## src/hw/rtl/bmbd_ram.sv

```systemverilog
`default_nettype none

module bmbd_ram #(
    parameter int WIDTH = 8,
    parameter int DEPTH = 128
) (
    input  wire logic                     clk,
    input  wire logic                     we,
    input  wire logic [$clog2(DEPTH)-1:0] addr,
    input  wire logic [WIDTH-1:0]         wdata,
    output logic      [WIDTH-1:0]         rdata
);

    logic [WIDTH-1:0] mem [DEPTH];

    // Write through one port, registered read at the same address
    always_ff @(posedge clk)
    begin
        if (we)
            mem[addr] <= wdata;
        rdata <= mem[addr];
    end

endmodule

`default_nettype wire

```

## config.mk

```make
export PLATFORM = sky130hd
export DESIGN_NAME = bmbd_ram
export DESIGN_NICKNAME = d
export VERILOG_FILES = /design/src/hw/rtl/bmbd_ram.sv
export SDC_FILE = /design/constraint.sdc
export NUM_CORES = 1
export LEC_CHECK = 0
export BUFFER_PORTS_ARGS = -buffer_cell sky130_fd_sc_hd__buf_2
export CAP_MARGIN = 20
export CORE_MARGIN = 2
export CORE_UTILIZATION = 25
export DETAILED_ROUTE_END_ITERATION = 10
export GPL_ROUTABILITY_DRIVEN = 0
export GPL_TIMING_DRIVEN = 0
export MAX_ROUTING_LAYER = met4
export PLACE_DENSITY_LB_ADDON = 0.12
export SLEW_MARGIN = 30
export SYNTH_ARGS = -nofsm -noshare
export SYNTH_HDL_FRONTEND = slang
export SYNTH_SLANG_ARGS = --single-unit
```

## constraint.sdc

```tcl
create_clock -name clk -period 3.18 [get_ports clk]
set_input_delay 0.636 -clock clk [delete_from_list [all_inputs] [get_ports clk]]
set_output_delay 0.636 -clock clk [all_outputs]
set_load 0.03 [all_outputs]
```

==> summary.txt, run 1 <==
Run status
  – Status: complete, but fails checks
  – Violated checks: setup timing

Route
  – Vias after detailed routing: 28065
  – Drt drc: 0
  – Post-detailed-route wirelength per cell: 43.0 um
  – Iter 0 DRT Violations: 4784
  – Antenna viol nets, final: 0
  – DR vias/cell: 5.69
  – WL final: 212 mm
  – Drt pass-1 iters: 6

Finish
  – Layout cells sized above 1: 24.4%
  – Area Growth Syn to Fin: 22.5%
  – Layout fillers: 15667
  – Final nets: 2685

STA
  – Max Fclk: 289 MHz
  – Least-Margin Pin Slew: 1.02 ns
  – Worst hold slack: 0.231 ns
  – Fin Setup TNS: -23.02 ns
  – Final Hold Fails: 0
  – Number of max-slew violations in the final report: 0
  – Max Clock Skew: 0.0481 ns
  – Worst slew margin: 32.1%
  – Fin worst setup slack: -0.283 ns
  – RSZ-0062 raised after global routing: yes
  – Tcrit/Tclk final: 109%
  – Post-layout min period: 3.46 ns
  – Setup violators final: 278

Critical path
  – Reg2reg path depth: 6
  – CP Capture Type: flop
  – Cell mode on critical path: buf_6
  – Worst Path Arrival: 3.87 ns
  – CP top delay family: buffers and inverters
  – RR Startpoint: mem[95][2]$_DFFE_PP_
  – CP Buf/Inv Count: 4
  – CP max-delay cell: o211ai_1
  – Max incr delay on CP: 0.59 ns
  – Critical Path Start Type: input port
  – Critical Path RT: 3.59 ns
  – Reg2reg end: rdata[2]$_DFF_P_
  – R2R Setup Slk: 0.44 ns
  – Kind of critical path: input port to flop
  – Critical path, cell by cell: buf_6, buf_6, buf_2, buf_4, nor2_1, o211ai_1, a21oi_1, a2111oi_2, nand4_1
  – Crit Path Max Fanout: 10

GRT
  – Vias in the first global route: 26489
  – Largest net degree at the start of global routing: 105
  – Initial antenna violation count: 28
  – First-pass GRT wire length: 272 mm
  – GRT overflow: 0
  – Tot GR Track Use: 26.2%

Synth
  – Dominant cell type by area after synthesis: edfxtp_1
  – Number of synthesis warnings: 0
  – Prevailing post-synth register cell: edfxtp_1
  – Syn nets: 2492
  – Post-Synthesis Cells: 2475
  – Seq cells post-synth: 1032
  – Synth top area cells: edfxtp_1, a221oi_1, nor2_1
  – Synth Cell Area: 40400 sq um
  – Async set-reset flop share out of synthesis: 0%
  – Avg Cell Area, Syn: 16.3 sq um
  – Yosys top cell area share: 76.0%
  – Register area share after synthesis: 76.4%
  – Number of synthesized flops with an enable pin: 1024
  – Synth cell types: 66

Floorplanning
  – Core Box Area: 161000 sq um
  – Row count: 147
  – Ports: 25
  – Die Ht: 406 um
  – Die area: 165000 sq um
  – Chip Width: 406 um
  – Starting Density: 25.2%

Clock tree
  – CTS buffer count: 115
  – CTS H-tree lvls: 3
  – CTS tree: yes
  – Worst-Skew Late Latency: 0.78 ns
  – Clock Tree Root: clkbuf_16
  – Worst-path clk slew: 0.06 ns
  – Clock Tree Buf Depth: 3
  – # clock sinks: 1032

Worst hold path
  – Hold EP: mem[5][4]$_DFFE_PP_
  – Hold crit path type: input port to flop
  – Hold Path Depth: 1
  – Worst Hold Launch: wdata[4]

Power
  – Worst vdd ir: 493 uV
  – PwrDens: 631 nW/um^2
  – Lkg Pwr: 0.0153 uW

Placement
  – HPWL Detailed: 142 mm
  – Number of port buffers: 20

Flow run
  – Max Cap Viol: 0
-- synthesized netlist by cell type (4+ instances only) --
| master | instances |
|---|---|
| nand3_1 | 17 |
| buf_2 | 80 |
| nand2_1 | 102 |
| buf_4 | 9 |
| o22ai_1 | 24 |
| a221o_1 | 20 |
| nor3_1 | 16 |
| nor2_1 | 240 |
| a22o_1 | 41 |
| mux2_1 | 4 |
| mux4_2 | 11 |
| mux2i_1 | 61 |
| o21ai_0 | 80 |
| dfxtp_1 | 8 |
| and2_1 | 5 |
| nor2b_1 | 12 |
| a22oi_1 | 73 |
| buf_1 | 11 |
| o22a_1 | 11 |
| a2bb2oi_1 | 4 |
| o211ai_1 | 11 |
| inv_1 | 4 |
| nand4_1 | 9 |
| a21oi_1 | 125 |
| o221ai_1 | 17 |
| buf_6 | 23 |
| a211oi_1 | 8 |
| o31ai_1 | 6 |
| o2bb2ai_1 | 4 |
| or3_1 | 4 |
| edfxtp_1 | 1024 |
| a221oi_1 | 220 |
| nand2b_1 | 8 |
| clkbuf_1 | 72 |
| mux2_2 | 60 |
-- kinds of logic after synthesis --
kind of cell,after synthesis,share of synthesized area [%]
flops,1032,76.4
buf+inv,199,2.61
mux,137,3.94
simple gates,427,4.47
compound gates,680,12.5
-- layout make-up --
| class | count | area [sq um] | share of cell area [%] |
|---|---|---|---|
| Clock inverter | 63 | 587 | 1.18 |
| Tap cell | 2160 | 2700 | 5.46 |
| Sequential cell | 1032 | 30900 | 62.4 |
| Multi-Input combinational cell | 1244 | 9490 | 19.2 |
| Clock buffer | 149 | 3130 | 6.32 |
| Inverter | 4 | 15.0 | 0.0303 |
| Buffer | 194 | 1430 | 2.89 |
| Timing Repair Buffer | 77 | 1240 | 2.50 |
| Antenna cell | 9 | 22.5 | 0.0455 |
-- timing repair --
| action | in CTS | in global routing |
|---|---|---|
| setup endpoints to repair | 936 | 83 |
| pin swaps | 18 | 9 |
| hold buffers | 0 | 0 |
| endpoints found under the hold margin | 0 | 0 |
| resized for setup | 277 | 26 |
| setup buffers | 17 | 3 |
-- per-layer routing --
| metal | track usage, % | vias to the layer above | wire (um) |
|---|---|---|---|
| li1 | - | 10549 | - |
| met1 | 33.8 | 14832 | 83300 |
| met2 | 38.2 | 2198 | 92800 |
| met3 | 6.76 | 486 | 24200 |
| met4 | 12.6 | 0 | 12000 |
| met5 | - | - | 0 |
-- registers in the layout, indices dropped and copies added, names as in the netlist --
signal,flops
rdata,8
mem,1024
-- worst max path at each step --
stage / from / slack (ns) / depth (start not counted) / to
3_3_place_gp: addr[1] / -2.98 / 7 / mem[82][7]$_DFFE_PP_
4_1_cts: addr[1] / -0.06 / 8 / mem[19][5]$_DFFE_PP_
6_report: addr[1] / -0.28 / 9 / rdata[2]$_DFF_P_
2_1_floorplan: addr[2] / 0.25 / 8 / mem[72][0]$_DFFE_PP_
3_5_place_dp: addr[2] / -2.40 / 10 / mem[70][5]$_DFFE_PP_
5_1_grt: addr[1] / -0.11 / 8 / mem[51][2]$_DFFE_PP_
-- power by group --
group	internal, uW	total (uW)	switching (uW)
registers	15000	15000	17.1
logic	631	2800	2170
clock network	7630	13400	5760
-- metrics by stage --
step | area, sq um | setup WS (ns) | total power [uW] | instances | utilization [%]
after CTS | 49400 | -0.0628 | 31200 | 4920 | 30.8
after floorplan | 40400 | 0.251 | 16200 | 2475 | -
final | 49500 | -0.283 | 31200 | 4932 | 30.8
after global placement | 43200 | -2.98 | 17800 | 4655 | 26.9
after global routing | 49500 | -0.106 | 31800 | 4928 | 30.8
after detailed placement | 44400 | -2.40 | 17900 | 4692 | 27.6
-- worst register-to-register path, stage by stage (launching register included) --
cell       delay [ns]
edfxtp_1         0.37
a221oi_1         0.47
nor3_1           0.24
a221oi_2         0.47
nor2_1           0.11
a2111oi_2        0.22
nand4_1          0.51
-- placed cells by master, fill, tap and decap left out, types with 9 or more instances in the layout --
cell type,netlist,final
o22a_1,11,11
diode_2,0,9
nor2_2,0,38
clkinv_2,0,18
mux2i_1,61,58
clkbuf_1,72,39
buf_6,23,40
clkbuf_2,0,43
buf_2,80,55
a221oi_1,220,214
mux2_2,60,60
clkbuf_4,0,14
nor2b_1,12,12
edfxtp_1,1024,1024
a22oi_1,73,73
buf_12,0,15
nor2_4,1,83
bufinv_16,0,9
a21oi_1,125,122
clkbuf_8,0,9
nand4_1,9,9
nor2_1,240,120
nand3_1,17,12
o211ai_1,11,11
buf_16,0,22
o21ai_0,80,71
nand2_1,102,96
a22o_1,41,41
buf_4,9,49
clkbuf_16,0,120
o22ai_1,24,24
o221ai_1,17,17
buf_8,0,13
clkinv_1,0,23
a221o_1,20,20
mux4_2,11,11
No activity file was read; power rests on OpenSTA's default activity.
==> inputs of run 2 (changes only) <==
--- a/config.mk
+++ b/config.mk
@@ -14,6 +14,7 @@
 export GPL_TIMING_DRIVEN = 0
 export MAX_ROUTING_LAYER = met4
 export PLACE_DENSITY_LB_ADDON = 0.12
+export RECOVER_POWER = 25
 export SLEW_MARGIN = 30
 export SYNTH_ARGS = -nofsm -noshare
 export SYNTH_HDL_FRONTEND = slang
==> run 2 against run 1 <==
The run ends with capacitance limit, slew limit, setup timing left. Power hardly changed. Clock-buffer cell count stayed put. Routed wire length hardly changed. Fmax is 2.0% lower. Worst hold slack better by 0.43 ns. Register-to-register slack worse by 0.02 ns. Cell count hardly changed. Sequential share of layout area is 0.16 points higher. Clock power hardly changed. Design area is 0.25% lower. Utilization is 0.078 points lower. Largest power group unchanged. Highest routed layer unchanged.
==> summary.txt, run 2 (same netlist as run 1, synthesis figures left out) <==
Run status
  – Status: complete, but fails checks
  – Violated checks: capacitance limit, slew limit, setup timing

Critical path
  – Critical Path RT: 3.58 ns (about the same)
  – Max incr delay on CP: 0.63 ns (+0.04 ns)
  – Critical Path Source: addr[1]
  – Critical path, cell by cell: buf_6, buf_6, buf_2, buf_4, nor2_1, o211ai_1, a21oi_1, a2111oi_2, nand4_1
  – CP top delay family: buffers and inverters
  – Cell mode on critical path: buf_6
  – Worst Path Arrival: 3.94 ns (+0.07 ns)
  – CP max-delay cell: o211ai_1
  – CP Buf/Inv Count: 4 (unchanged)
  – RR Startpoint: mem[69][0]$_DFFE_PP_
  – Crit Path Max Fanout: 10 (unchanged)
  – CP Capture Type: flop
  – Critical Path Start Type: input port
  – Kind of critical path: input port to flop

Floorplanning
  – Core Box Area: 161000 sq um (unchanged)
  – Die Ht: 406 um (unchanged)
  – Chip Width: 406 um (unchanged)
  – Row count: 147 (unchanged)
  – Die area: 165000 sq um (unchanged)
  – Ports: 25 (unchanged)
  – Starting Density: 25.2% (unchanged)

Route
  – WL final: 212 mm (about the same)
  – Iter 0 DRT Violations: 4660 (-2.6%)
  – Antenna viol nets, final: 0 (unchanged)
  – Post-detailed-route wirelength per cell: 43.1 um (about the same)
  – Drt pass-1 iters: 6 (unchanged)
  – DR vias/cell: 5.68 (-0.16%)
  – Vias after detailed routing: 28026 (-0.14%)
  – Drt drc: 0 (unchanged)

Power
  – Lkg Pwr: 0.0152 uW (-0.41%)
  – PwrDens: 632 nW/um^2 (+0.28%)
  – NetSw: 7950 uW (about the same)
  – Worst vdd ir: 489 uV (-0.80%)
  – Gate power share: 8.9% (about the same)
  – Internal power: 23300 uW (about the same)
  – Total power: 31200 uW (about the same)
  – Switching Fraction: 25.5% (about the same)
  – Clock power share: 42.9% (about the same)
  – Seq pwr share: 48.2% (about the same)

STA
  – RSZ-0062 raised after global routing: yes
  – Max Clock Skew: 0.0457 ns (-0.00239 ns)
  – Post-layout min period: 3.53 ns (+0.0692 ns)
  – Number of max-slew violations in the final report: 483 (+483)
  – Least-Margin Pin Slew: 3.54 ns (+2.53 ns)
  – Worst slew margin: -136% (-170 points)
  – Max Fclk: 283 MHz (-2.0%)
  – Final Hold Fails: 0 (unchanged)
  – Fin worst setup slack: -0.352 ns (-0.0692 ns)
  – Tcrit/Tclk final: 111% (+2.2 points)
  – Setup violators final: 304 (+9.4%)

GRT
  – Vias in the first global route: 26489 (unchanged)
  – Largest net degree at the start of global routing: 105 (unchanged)
  – Initial antenna violation count: 28 (unchanged)
  – First-pass GRT wire length: 272 mm (unchanged)
  – GRT overflow: 0 (unchanged)
  – Tot GR Track Use: 26.2% (unchanged)

Placement
  – HPWL Detailed: 142 mm (unchanged)
  – Number of port buffers: 20 (unchanged)

Clock tree
  – Worst-path clk slew: 0.06 ns (about the same)
  – Clock Tree Buf Depth: 3 (unchanged)
  – Worst-Skew Late Latency: 0.78 ns (about the same)
  – Clock Tree Root: clkbuf_16
  – CTS tree: yes
  – CTS H-tree lvls: 3 (unchanged)
  – CTS Hold Bufs: 0 (unchanged)
  – # clock sinks: 1032 (unchanged)
  – CTS buffer count: 115 (unchanged)

Worst hold path
  – Worst Hold Launch: addr[5]
  – Hold crit path type: input port to flop

Finish
  – Max reg flops: 1024 (unchanged)
  – Leading cell types in the layout, fill and taps excluded: edfxtp_1, a221oi_1, a21oi_1
  – Top Registers: mem x1024, rdata x8
  – Top reg by flops: mem
  – Final nets: 2685 (unchanged)
  – Final core occ: 30.8% (-0.078 points)
  – Most common library cell in the layout ignoring fill and taps: edfxtp_1
  – Layout cells sized above 1: 24.1% (-0.25 points)
  – Area Growth Syn to Fin: 22.2%

Flow run
  – Max Cap Viol: 9 (+9)
[run 2: changes by cell type in the layout (fill, tap and decap cells not counted), sizes merged]
cell	previous run	this run
diode	9	10
buf	194	184
clkbuf	225	235
[run 2: power by group through the flow]
stage | Clock, uW | Sequential, uW | Combinational (uW)
final | 13400 | 15100 | 2790
after global routing | 14000 | 15100 | 2750
after CTS | 13500 | 15000 | 2680
after detailed placement | 0 | 15300 | 2580
after global placement | 0 | 15400 | 2440
after floorplan | 0 | 15400 | 867
[run 2: path summary, 6_finish.rpt]
kind	slack (ns)	cells past startpoint	endpoint
min reg2reg	1.06	6	rdata[6]$_DFF_P_
max reg2reg	0.42	6	rdata[0]$_DFF_P_
max	-0.35	9	rdata[2]$_DFF_P_
min	0.66	2	rdata[4]$_DFF_P_
[run 2: cell type report]
| type | instances | area, sq um |
|---|---|---|
| Fill cell | 15676 | 111000 |
| Sequential cell | 1032 | 30900 |
| Multi-Input combinational cell | 1244 | 9490 |
| Clock buffer | 149 | 3130 |
| Tap cell | 2160 | 2700 |
| Buffer | 194 | 1430 |
| Timing Repair Buffer | 77 | 1110 |
| Clock inverter | 63 | 587 |
| Antenna cell | 10 | 25.0 |
| Inverter | 4 | 15.0 |
[run 2: timing repair]
action,4_1_cts,5_1_grt
endpoints found under the setup margin,936,83
pin swaps,18,9
resized for setup,277,26
setup buffers,17,3
hold endpoints to repair,0,0
[run 2: stage by stage]
| stage | hold WS, ns | std cells | TNS (ns) | worst slack (ns) | instance area, sq um |
|---|---|---|---|---|---|
| 4_1_cts | 0.204 | 4920 | -1.67 | -0.0628 | 49400 |
| 5_1_grt | 0.620 | 4928 | -4.56 | -0.106 | 49400 |
| 3_5_place_dp | 1.01 | 4692 | -1593.26 | -2.40 | 44400 |
| 3_3_place_gp | 1.01 | 4655 | -2232.02 | -2.98 | 43200 |
| 6_report | 0.664 | 4933 | -23.82 | -0.352 | 49400 |
| 2_1_floorplan | 0.611 | 2475 | 0 | 0.251 | 40400 |
[run 2: per-layer routing]
metal	vias to the layer above	part of all wire (%)	track usage [%]	wire length, um
met5	-	0	-	0
met4	0	5.7	12.6	12200
met3	498	11	6.76	23500
met2	2170	44	38.2	92800
met1	14815	40	33.8	83900
li1	10543	-	-	-
